==> config.mk <==
export PLATFORM = sky130hd
export DESIGN_NAME = biquad_iir_filter_cascadable_top
export DESIGN_NICKNAME = d
export VERILOG_FILES = /design/src/hw/rtl/bq_pkg.sv /design/src/hw/rtl/bq_seq.sv /design/src/hw/rtl/bq_dp.sv /design/src/hw/rtl/biquad_iir_filter_cascadable_top.sv
export SDC_FILE = /design/constraint.sdc
export NUM_CORES = 2
export LEC_CHECK = 0
export BUFFER_PORTS_ARGS = -buffer_cell sky130_fd_sc_hd__buf_2
export CAP_MARGIN = 15
export CORE_MARGIN = 3
export CORE_UTILIZATION = 40
export CTS_CLUSTER_SIZE = 25
export DETAILED_ROUTE_END_ITERATION = 16
export PLACE_DENSITY = 0.61
export RECOVER_POWER = 50
export SLEW_MARGIN = 20
export SYNTH_ARGS = -nofsm -noshare
export SYNTH_HDL_FRONTEND = slang
export SYNTH_SLANG_ARGS = --single-unit
==> constraint.sdc <==
create_clock -name clk -period 10.1 [get_ports clk]
set_clock_uncertainty 0.15 [all_clocks]
set_input_delay 1.515 -clock clk [delete_from_list [all_inputs] [get_ports clk]]
set_output_delay 1.515 -clock clk [all_outputs]
set_load 0.01 [all_outputs]
==> src/hw/rtl/bq_pkg.sv <==
// ---------------------------------------------------------------------------
// bq_pkg: shared types and microcode for the cascadable biquad filter
// Control word layout, register indexes and the sequencer program ROM.
// ---------------------------------------------------------------------------
`default_nettype none

package bq_pkg;

	// Coefficient fraction bits (Q3.21)
	localparam int unsigned COEF_FRAC = 21;
	localparam int unsigned NUM_COEF  = 5;
	localparam int unsigned CFG_IDX_W = 3;
	localparam int unsigned STEP_W    = 4;
	localparam logic [63:0] COEF_ONE  = 64'd1 << COEF_FRAC;

	// Configuration register indexes
	typedef enum logic [CFG_IDX_W-1:0] {
		REG_B0,
		REG_B1,
		REG_B2,
		REG_A1,
		REG_A2,
		REG_CASCADE
	} cfg_reg_t;

	// Coefficient select; values match the storage slot of each coefficient
	typedef enum logic [2:0] {
		CS_B0,
		CS_B1,
		CS_B2,
		CS_A1,
		CS_A2
	} coef_sel_t;

	// History operand select
	typedef enum logic [1:0] {
		HS_W1,
		HS_W2,
		HS_W0
	} hist_sel_t;

	// Accumulator operation; LOAD_P, SUB and ADD take the product of the previous step
	typedef enum logic [2:0] {
		ACC_HOLD,
		ACC_LOAD_X,
		ACC_LOAD_P,
		ACC_SUB,
		ACC_ADD
	} acc_op_t;

	// Step counter control
	typedef enum logic {
		J_NEXT,
		J_END
	} jump_t;

	typedef struct packed {
		coef_sel_t coef_sel;
		hist_sel_t hist_sel;
		acc_op_t   acc_op;
		logic      w0_wr;
		jump_t     jump;
	} ucode_t;

	// Sequencer to datapath control bundle
	typedef struct packed {
		ucode_t word;
		logic   start;   // sample transfer, load x and clear clip
		logic   run;     // execute word this cycle
		logic   section; // 0 first section, 1 second section
		logic   cont;    // section end continues into second section
	} ctl_t;

	typedef enum logic {
		SEQ_IDLE,
		SEQ_RUN
	} seq_state_t;

	// Program for one section:
	//   w0 = x - a1*w1 - a2*w2 (saturated), y = b0*w0 + b1*w1 + b2*w2
	function automatic ucode_t ucode_rom(input logic [STEP_W-1:0] step);
		ucode_t w;
		w = '{coef_sel: CS_B0, hist_sel: HS_W1, acc_op: ACC_HOLD,
			w0_wr: 1'b0, jump: J_NEXT};
		case (step)
			4'd0: begin
				w.coef_sel = CS_A1;
				w.hist_sel = HS_W1;
				w.acc_op   = ACC_LOAD_X;
			end
			4'd1: begin
				w.coef_sel = CS_A2;
				w.hist_sel = HS_W2;
				w.acc_op   = ACC_SUB;
			end
			4'd2: begin
				w.acc_op = ACC_SUB;
			end
			4'd3: begin
				w.w0_wr = 1'b1;
			end
			4'd4: begin
				w.coef_sel = CS_B0;
				w.hist_sel = HS_W0;
			end
			4'd5: begin
				w.coef_sel = CS_B1;
				w.hist_sel = HS_W1;
				w.acc_op   = ACC_LOAD_P;
			end
			4'd6: begin
				w.coef_sel = CS_B2;
				w.hist_sel = HS_W2;
				w.acc_op   = ACC_ADD;
			end
			4'd7: begin
				w.acc_op = ACC_ADD;
			end
			4'd8: begin
				w.jump = J_END;
			end
			default: begin
				w.jump = J_NEXT;
			end
		endcase
		return w;
	endfunction

endpackage

`default_nettype wire

==> src/hw/rtl/bq_seq.sv <==
// ---------------------------------------------------------------------------
// bq_seq: microcode sequencer
// Step counter over the program ROM, section tracking and input handshake.
// ---------------------------------------------------------------------------
`default_nettype none

module bq_seq (
	input  wire logic        clk,
	input  wire logic        arst_n,
	input  wire logic        in_valid,
	output logic             in_ready,
	input  wire logic        cascade,
	input  wire logic        out_free,
	output bq_pkg::ctl_t     ctl,
	output logic             out_load
);
	import bq_pkg::*;

	seq_state_t        state_q, state_nxt;
	logic [STEP_W-1:0] step_q;
	logic              section_q;
	ucode_t            word;
	logic              start, cont, stall, run;

	// Control word fetch and stall at the final section end while the output is full
	always_comb begin
		word  = ucode_rom(step_q);
		start = (state_q == SEQ_IDLE) && in_valid;
		cont  = !section_q && cascade;
		stall = (word.jump == J_END) && !cont && !out_free;
		run   = (state_q == SEQ_RUN) && !stall;
	end

	// Next state
	always_comb begin
		state_nxt = state_q;
		unique case (state_q)
			SEQ_IDLE: begin
				if (in_valid) state_nxt = SEQ_RUN;
			end
			SEQ_RUN: begin
				if (run && (word.jump == J_END) && !cont) state_nxt = SEQ_IDLE;
			end
			default: state_nxt = SEQ_IDLE;
		endcase
	end

	// Outputs
	always_comb begin
		in_ready    = (state_q == SEQ_IDLE);
		ctl.word    = word;
		ctl.start   = start;
		ctl.run     = run;
		ctl.section = section_q;
		ctl.cont    = cont;
		out_load    = run && (word.jump == J_END) && !cont;
	end

	always_ff @(posedge clk or negedge arst_n) begin
		if (!arst_n) begin
			state_q   <= SEQ_IDLE;
			step_q    <= '0;
			section_q <= 1'b0;
		end else begin
			state_q <= state_nxt;
			if (start) begin
				step_q    <= '0;
				section_q <= 1'b0;
			end else if (run) begin
				if (word.jump == J_END) begin
					step_q    <= '0;
					section_q <= 1'b1;
				end else begin
					step_q <= step_q + 1'b1;
				end
			end
		end
	end

endmodule

`default_nettype wire

==> src/hw/rtl/bq_dp.sv <==
// ---------------------------------------------------------------------------
// bq_dp: biquad datapath
// Shared multiplier, accumulator, saturation and both sections' history.
// ---------------------------------------------------------------------------
`default_nettype none

module bq_dp #(
	parameter int SAMPLE_WIDTH  = 16,
	parameter int COEF_WIDTH    = 24,
	parameter int HISTORY_WIDTH = 24
) (
	input  wire logic                            clk,
	input  wire logic                            arst_n,
	input  wire bq_pkg::ctl_t                    ctl,
	input  wire logic signed [SAMPLE_WIDTH-1:0]  sample_in,
	input  wire logic signed [COEF_WIDTH-1:0]    coef [bq_pkg::NUM_COEF],
	output logic signed [SAMPLE_WIDTH-1:0]       y_sat,
	output logic                                 clip_out
);
	import bq_pkg::*;

	localparam int PROD_W  = COEF_WIDTH + HISTORY_WIDTH;
	localparam int TERM_W  = PROD_W - COEF_FRAC;
	localparam int BASE_W  = (TERM_W > HISTORY_WIDTH) ? TERM_W : HISTORY_WIDTH;
	localparam int ACC_W   = ((BASE_W > SAMPLE_WIDTH) ? BASE_W : SAMPLE_WIDTH) + 2;
	localparam int H       = HISTORY_WIDTH;
	localparam int S       = SAMPLE_WIDTH;

	logic signed [S-1:0]      x_q;
	logic signed [TERM_W-1:0] term_q;
	logic signed [ACC_W-1:0]  acc_q;
	logic signed [H-1:0]      w0_q;
	logic signed [H-1:0]      h1_w1_q, h1_w2_q, h2_w1_q, h2_w2_q;
	logic                     clip_q;

	logic signed [H-1:0]      w1, w2, hist_op;
	logic signed [COEF_WIDTH-1:0] coef_op;
	logic signed [PROD_W-1:0] prod;
	logic signed [ACC_W-1:0]  term_ext, x_ext;
	logic signed [H-1:0]      w0_sat;
	logic                     w0_clip, y_clip;
	logic                     acc_sign;

	// Operand select
	always_comb begin
		w1 = ctl.section ? h2_w1_q : h1_w1_q;
		w2 = ctl.section ? h2_w2_q : h1_w2_q;
		case (ctl.word.hist_sel)
			HS_W1:   hist_op = w1;
			HS_W2:   hist_op = w2;
			HS_W0:   hist_op = w0_q;
			default: hist_op = w1;
		endcase
		coef_op = coef[ctl.word.coef_sel];
	end

	// Multiply and floor shift by the coefficient fraction
	assign prod = coef_op * hist_op;

	always_ff @(posedge clk) begin
		if (ctl.run) term_q <= prod[PROD_W-1:COEF_FRAC];
	end

	assign term_ext = {{(ACC_W-TERM_W){term_q[TERM_W-1]}}, term_q};
	assign x_ext    = {{(ACC_W-S){x_q[S-1]}}, x_q};

	// Accumulator
	always_ff @(posedge clk) begin
		if (ctl.run) begin
			case (ctl.word.acc_op)
				ACC_LOAD_X: acc_q <= x_ext;
				ACC_LOAD_P: acc_q <= term_ext;
				ACC_SUB:    acc_q <= acc_q - term_ext;
				ACC_ADD:    acc_q <= acc_q + term_ext;
				default:    acc_q <= acc_q;
			endcase
		end
	end

	// Saturation to history and sample widths
	always_comb begin
		acc_sign = acc_q[ACC_W-1];
		w0_clip  = (acc_q[ACC_W-1:H-1] != {(ACC_W-H+1){acc_sign}});
		w0_sat   = w0_clip ? {acc_sign, {(H-1){!acc_sign}}} : acc_q[H-1:0];
		y_clip   = (acc_q[ACC_W-1:S-1] != {(ACC_W-S+1){acc_sign}});
		y_sat    = y_clip ? {acc_sign, {(S-1){!acc_sign}}} : acc_q[S-1:0];
		clip_out = clip_q | y_clip;
	end

	// Section input and w0
	always_ff @(posedge clk) begin
		if (ctl.start) begin
			x_q <= sample_in;
		end else if (ctl.run && (ctl.word.jump == J_END) && ctl.cont) begin
			x_q <= y_sat;
		end
		if (ctl.run && ctl.word.w0_wr) w0_q <= w0_sat;
	end

	// Clip flag and history
	always_ff @(posedge clk or negedge arst_n) begin
		if (!arst_n) begin
			clip_q  <= 1'b0;
			h1_w1_q <= '0;
			h1_w2_q <= '0;
			h2_w1_q <= '0;
			h2_w2_q <= '0;
		end else begin
			if (ctl.start) begin
				clip_q <= 1'b0;
			end else if (ctl.run && ctl.word.w0_wr) begin
				clip_q <= clip_q | w0_clip;
			end else if (ctl.run && (ctl.word.jump == J_END)) begin
				clip_q <= clip_out;
			end
			if (ctl.run && (ctl.word.jump == J_END)) begin
				if (ctl.section) begin
					h2_w2_q <= h2_w1_q;
					h2_w1_q <= w0_q;
				end else begin
					h1_w2_q <= h1_w1_q;
					h1_w1_q <= w0_q;
				end
			end
		end
	end

endmodule

`default_nettype wire

==> src/hw/rtl/biquad_iir_filter_cascadable_top.sv <==
// ---------------------------------------------------------------------------
// biquad_iir_filter_cascadable_top: cascadable direct form II biquad
// Microcoded single-multiplier filter with optional second section.
// ---------------------------------------------------------------------------
//  channel | signals                               | transfer when
//  --------+---------------------------------------+--------------------------
//  in      | in_valid, in_ready, sample_in         | in_valid & in_ready
//  out     | out_valid, out_ready, sample_out,     | out_valid & out_ready
//          | clipped                               |
//  cfg     | cfg_valid, cfg_ready, cfg_index,      | cfg_valid & cfg_ready
//          | cfg_data                              |
//
//  After the input transfer a sample runs nine program steps per section,
//  one section or two with cascade on, through the shared multiplier and
//  accumulator. in_ready is high whenever no sample is in flight, also
//  while a result sits in the output register. A full output register
//  stalls the sequencer on its last step. Reset clears the history, loads
//  default coefficients (b0 = 1.0, cascade off); no sweep.
// ---------------------------------------------------------------------------
`default_nettype none

module biquad_iir_filter_cascadable_top #(
	parameter int SAMPLE_WIDTH  = 16,
	parameter int COEF_WIDTH    = 24,
	parameter int HISTORY_WIDTH = 24
) (
	input  wire logic                                clk,
	input  wire logic                                arst_n,
	input  wire logic                                in_valid,
	output logic                                     in_ready,
	input  wire logic signed [SAMPLE_WIDTH-1:0]      sample_in,
	output logic                                     out_valid,
	input  wire logic                                out_ready,
	output logic signed [SAMPLE_WIDTH-1:0]           sample_out,
	output logic                                     clipped,
	input  wire logic                                cfg_valid,
	output logic                                     cfg_ready,
	input  wire logic [bq_pkg::CFG_IDX_W-1:0]        cfg_index,
	input  wire logic [COEF_WIDTH-1:0]               cfg_data
);
	import bq_pkg::*;

	logic signed [COEF_WIDTH-1:0] coef_q [NUM_COEF];
	logic                         cascade_q;
	logic                         out_valid_q;
	logic signed [SAMPLE_WIDTH-1:0] sample_out_q;
	logic                         clipped_q;
	ctl_t                         ctl;
	logic                         out_load, out_free;
	logic signed [SAMPLE_WIDTH-1:0] y_sat;
	logic                         clip_out;

	assign cfg_ready = 1'b1;

	// Configuration registers
	always_ff @(posedge clk or negedge arst_n) begin
		if (!arst_n) begin
			coef_q[CS_B0] <= COEF_WIDTH'(COEF_ONE);
			coef_q[CS_B1] <= '0;
			coef_q[CS_B2] <= '0;
			coef_q[CS_A1] <= '0;
			coef_q[CS_A2] <= '0;
			cascade_q     <= 1'b0;
		end else if (cfg_valid) begin
			unique case (cfg_reg_t'(cfg_index))
				REG_B0:      coef_q[CS_B0] <= cfg_data;
				REG_B1:      coef_q[CS_B1] <= cfg_data;
				REG_B2:      coef_q[CS_B2] <= cfg_data;
				REG_A1:      coef_q[CS_A1] <= cfg_data;
				REG_A2:      coef_q[CS_A2] <= cfg_data;
				REG_CASCADE: cascade_q     <= cfg_data[0];
				default:     cascade_q     <= cascade_q;
			endcase
		end
	end

	assign out_free = !out_valid_q || out_ready;

	bq_seq u_seq (
		.clk      (clk),
		.arst_n   (arst_n),
		.in_valid (in_valid),
		.in_ready (in_ready),
		.cascade  (cascade_q),
		.out_free (out_free),
		.ctl      (ctl),
		.out_load (out_load)
	);

	bq_dp #(
		.SAMPLE_WIDTH  (SAMPLE_WIDTH),
		.COEF_WIDTH    (COEF_WIDTH),
		.HISTORY_WIDTH (HISTORY_WIDTH)
	) u_dp (
		.clk       (clk),
		.arst_n    (arst_n),
		.ctl       (ctl),
		.sample_in (sample_in),
		.coef      (coef_q),
		.y_sat     (y_sat),
		.clip_out  (clip_out)
	);

	// Output register
	always_ff @(posedge clk or negedge arst_n) begin
		if (!arst_n) begin
			out_valid_q <= 1'b0;
		end else if (out_load) begin
			out_valid_q <= 1'b1;
		end else if (out_ready) begin
			out_valid_q <= 1'b0;
		end
	end

	always_ff @(posedge clk) begin
		if (out_load) begin
			sample_out_q <= y_sat;
			clipped_q    <= clip_out;
		end
	end

	assign out_valid  = out_valid_q;
	assign sample_out = sample_out_q;
	assign clipped    = clipped_q;

endmodule

`default_nettype wire

# Yosys cells after proc, flatten, opt, wreduce, memory -nomap -nowiden
# Cells that the tools add are included.
# Widths: inputs -> output; s select.
[op_classes] magnitude_cmp=1 n_bitwise=5 muxes=29 reduce_logical=36 n_addsub=3 eq_ne=21 mul=1
[op_table] cell="$mux 24" count=5
[op_table] cell="$pmux 29 s4" count=1
[op_table] cell="$bmux 24 s3" count=1
[op_table] cell="$mul 24x24->48" count=1
[op_table] cell="$mux 16" count=3
[op_table] cell="$pmux 24 s2" count=1
[op_table] cell="$add 29x27->29" count=1
[op_table] cell="$sub 29x27->29" count=1
[op_table] cell="$pmux 5 s5" count=1
[op_table] cell="$reduce_and 2->1" count=10
[op_table] cell="$eq 4x3->1 const B" count=4
[op_table] cell="$ne 13x13->1" count=1
[op_table] cell="$eq 3x2->1 const B" count=4
[op_table] cell="$mux 1" count=12
[op_table] cell="$mux 4" count=3
[op_table] cell="$pmux 3 s4" count=1
[op_table] cell="$eq 3x3->1 const B" count=3
[op_table] cell="$logic_and 1x1->1" count=9
[op_table] cell="$eq 4x2->1 const B" count=2
[op_table] cell="$reduce_bool 2->1" count=4
[op_table] cell="$eq 3x1->1 const B" count=2
[op_table] cell="$logic_not 1->1" count=6
[op_table] cell="$ne 5x5->1" count=1
[op_table] cell="$add 4x1->4 const B" count=1
[op_table] cell="15 further kinds" count=18
[word_totals] register_bits=338 elab_cells=117 inputBits=48

# Depth between registers and ports, before layout
[depth] word_depth=11 depth_mapped=37 depth_no_buf=35

# Cells and area by module
# From an unflattened synthesis, not the netlist that was laid out.
[unflattened] hier_cells=3637 area_unflattened_um2=37733.7
[modules_own_cells] mod="bq_dp" instances=1 cells_each=3288 seq_area_each_um2=5310.1 area_per_inst_um2=31790.5
[modules_own_cells] mod="biquad_iir_filter_cascadable_top" instances=1 cells_each=283 seq_area_each_um2=3564.7 area_per_inst_um2=5430.2
[modules_own_cells] mod="bq_seq" instances=1 cells_each=66 seq_area_each_um2=150.1 area_per_inst_um2=513.0

# Least setup slack after synthesis
# Ideal clock, no wire load.
[synth_timing] path_type="register to register" startpoint="reg u_seq.step_q[1]" endpoint="reg u_dp.term_q[21], data pin" synth_period_minus_slack_ns=9.046 setup_ns=0.262 slack_ns=1.054 stages_incl_launch_ff=36 path_buffers=5 arrival_ns=8.634 cell_sequence="dfrtp_1 > inv_1 > ha_1 > buf_2 > nand2b_1 > a21o_1 > ha_1 > clkbuf_1 > clkbuf_1 > clkbuf_1 > a21o_1 > clkbuf_1 > nor2_1 > fa_1 > fa_1 > inv_1 > fa_1 > inv_1 > fa_1 > inv_1 > fa_1 > inv_1 > fa_1 > inv_1 > fa_1 > inv_1 > ha_1 > nand4_1 > a311o_1 > a211o_1 > a221o_1 > a21oi_4 > a211oi_2 > o31a_1 > o21bai_1 > xor2_1"
[synth_via] elab_chain_cells=7
[synth_rtl] element="start, declared" line_no="bq_seq.sv:20" text="logic [STEP_W-1:0] step_q;"
[synth_rtl] element="start signal, assigned" line_no="bq_seq.sv:74" text="step_q <= step_q + 1'b1;"
[synth_rtl] element="$eq 4x3->1 (tied with other cells)" line_no="bq_pkg.sv:85" text="case (step)"
[synth_rtl] element="$pmux 5 s5 (*)" line_no="bq_pkg.sv:85"
[synth_rtl] element="$not 3->4 (implied by the code)" line_no="bq_dp.sv:54" text="coef_op = coef[ctl.word.coef_sel];"
[synth_rtl] element="$bmux 24 s3" line_no="bq_dp.sv:54"
[synth_rtl] element="$mux 24 (implied by the code) (2 in series)" line_no="bq_dp.sv:54"
[synth_rtl] element="$mul 24x24->48 (*)" line_no="bq_dp.sv:58" text="assign prod = coef_op * hist_op;"
[synth_rtl] element="named net u_dp.prod[42]" line_no="bq_dp.sv:38" text="logic signed [PROD_W-1:0] prod;"
[synth_rtl] element="end signal, assigned" line_no="bq_dp.sv:61" text="if (ctl.run) term_q <= prod[PROD_W-1:COEF_FRAC];"
[synth_rtl] element="end, declared" line_no="bq_dp.sv:30" text="logic signed [TERM_W-1:0] term_q;"
# The timed path passes the listed nets; every way through them passes the cells marked *. The select of a mux whose other input is x is not followed.
# A chain may end at the register's enable or synchronous reset.

# Final worst setup path
[layout_timing] startpoint="reg u_seq.step_q[0]" endpoint="reg u_dp.term_q[19], data pin"
# The elaborated chain is that of the path after synthesis.

==> results.md <==
* Worst min path class: reg2reg
* First-pass GRT wire length at 165300 um
* DPL Wire Length at 84200 um
* Later-pin clock latency in the skew report at 590 ps
* Final instance area at 40810 um2
* Slew Viols, Final at 330
* WP buf/inv at 6
* DR pass1 iterations at 5
* Final wirelength at 106200 um
* ANT nets after route at 0
* Slowest cell on the critical path: fa_1
* Clock Sinks at 338
* Seq/Total Area, Yosys at 0.2436
* Synth Register Bits at 338
* H-Tree Depth at 2
* Vias in the first global route at 27500
* Routed vias/inst at 5.309
* Post-route minimum period at 9647 ps
* Post-DP Area at 39560 um2
* Worst path arrival time at 9820 ps
* Routed wire length per instance at 21.56 um
* Prevailing post-synth register cell: dfrtp_1
* Most common cell after layout, fill and taps aside: inv_1
* GP Congestion at 0.9460
* TritonCTS clock tree: built
* Setup Viol. Count Final at 0
* DIE AREA at 96320 um2
* Syn Nets at 4395
* Worst Path Required at 10270 ps
* Post-Synthesis Cells at 3575
* Post-synth EDFFs at 113
* Total gr overflow at 0
* Setup TNS at 0 ps
* CP dominant cell by count: fa_1
* Drc violations at 0
* Final Hold Viols at 0
* I/O pins at 68
* # nets final at 4480
* Synthesis Warnings at 0
* Worst setup SP type: flip-flop
* Final period util at 0.9552
* Die Height at 310.4 um
* Synth Cell Area at 37050 um2
* FFs w/ async S/R, synth at 0.6657
* Status: finished with violations
* DR iter-0 viols at 1906
* I/O Buffers at 66
* Initial Util at 0.4073
* P&R area growth vs syn at 10.14%
* Max transition margin at -2.026
* R2R cell count at 31
* Clk buf depth at 3
* Reg2Reg Setup Slack at 450 ps
* GRT Total Usage at 0.2263
* Worst Setup End Kind: flip-flop
* Proportion of layout cells with a drive suffix above 1 at 0.1534
* Hold depth at 1
* Width of the chip at 310.4 um
* Clk root buf: clkbuf_16
* CP delay by family, top: adder cells
* Max incr delay on CP at 590 ps
* Clock Pin Slew Worst Setup and Hold Paths at 60 ps
* Least-Margin Pin Slew at 4539 ps
* TritonCTS buffer count at 40
* Rows at 110
* Via Count at 26140
* Max_cap viols at 7
* Syn Area/Cell at 10.36 um2
* Most frequent cells in the layout: inv_1 (611), fa_1 (607), nand2_1 (361)
* CP max FO at 13
* Crit. path cell count at 31
* WS Path Type: reg2reg
* RSZ-0062 raised after global routing: false
* CORE AREA at 90970 um2
* Hold_buf cts at 0
* Largest net degree at the start of global routing at 87
* Distinct cell type count after synthesis at 83
* Violated checks: max-capacitance violations, max-slew violations
* Peak Freq at 103.7 MHz
* Antenna violations before repair at 1
-- what timing repair did --
action	CTS	global route
resized for setup	0	4
setup endpoints to repair	0	14
setup buffers	0	2
-- cell families (layout without fill, tap and decap cells) --
group,Yosys count,in the layout,share of synthesized area
AND/OR/NAND/NOR,856,856,0.1000
buffers and inverters,787,901,0.08054
adder cells (fa/ha/maj),772,772,0.3837
AO/OA/AOI/OAI,449,449,0.08587
flip-flops,338,338,0.2436
multiplexers,285,285,0.08567
XOR/XNOR,87,87,0.02056
other,1,3,0.0001012
-- state kept, by name, indices dropped and copies added, names as in the netlist, 24 cells and up --
register,cells
u_dp.w0_q,24
u_dp.term_q,27
coef_q,120
u_dp.acc_q,29
u_dp.h1_w2_q,24
u_dp.h1_w1_q,24
u_dp.h2_w1_q,24
u_dp.h2_w2_q,24
-- Yosys cell counts, drive strengths merged (32+ instances only) --
master / number / area share
inv: 613 / 0.062
fa: 607 / 0.33
nand2: 363 / 0.037
nor2: 310 / 0.031
mux2: 257 / 0.078
dfrtp: 224 / 0.15
ha: 165 / 0.056
clkbuf: 154 / 0.016
edfxtp: 113 / 0.092
a21o: 99 / 0.020
a21oi: 91 / 0.013
o21ai: 53 / 0.0073
xnor2: 51 / 0.012
a221oi: 46 / 0.011
xor2: 36 / 0.0085
and2: 35 / 0.0059
a22oi: 32 / 0.0065
-- metrics by stage --
stage                     hold slack, ps  setup WS (ps)    util  cells
after floorplan                    305.3           1054       -   3575
after global placement             322.0          232.6  0.4348   4848
after detailed placement           330.7          174.2  0.4348   4848
after CTS                          344.7          147.6  0.4492   4919
after global routing               363.5          40.48  0.4485   4922
final                              341.5          452.7  0.4486   4923
-- metal layers --
| metal | track usage | vias to the layer above | routed length (um) |
|---|---|---|---|
| li1 | - | 11600 | - |
| met1 | 0.3105 | 13500 | 45020 |
| met2 | 0.3744 | 868 | 50730 |
| met3 | 0.02920 | 165 | 6724 |
| met4 | 0.07282 | 0 | 3689 |
| met5 | 0 | - | 0 |
-- cell type report --
class | count | area [um2]
fillers | 8716 | 50170
multi-input cells | 2450 | 25150
flip-flops and latches | 338 | 9025
inverters | 614 | 2305
well taps | 1232 | 1541
repair buffers | 216 | 1470
clock buffers | 55 | 1129
clock inverters | 16 | 185.2
diodes | 2 | 5.005
-- worst paths after layout --
check / startpoint / endpoint
min in group asynchronous: arst_n / coef_q[114]$_DFFE_PN0P_
min: u_dp.clip_q$_DFFE_PN0P_ / u_dp.clip_q$_DFFE_PN0P_
min reg2reg: u_dp.clip_q$_DFFE_PN0P_ / u_dp.clip_q$_DFFE_PN0P_
max reg2reg: u_seq.step_q[0]$_DFFE_PN0P_ / u_dp.term_q[19]$_DFFE_PP_
max in group asynchronous: arst_n / u_dp.h1_w2_q[2]$_DFFE_PN0P_
max: u_seq.step_q[0]$_DFFE_PN0P_ / u_dp.term_q[19]$_DFFE_PP_
-- worst reg2reg max path, delay by kind of cell (launching register included) --
| kind | cells | cell delay, ps |
|---|---|---|
| adder cells (fa/ha/maj) | 10 | 4550 |
| XOR/XNOR | 1 | 160 |
| flip-flops | 1 | 420 |
| AO/OA/AOI/OAI | 11 | 2750 |
| buffers and inverters | 6 | 840 |
| AND/OR/NAND/NOR | 3 | 520 |
Power is left out: the tool's default activity adds up to more than one toggle a clock period on the data nets, which glitch-free logic cannot reach.
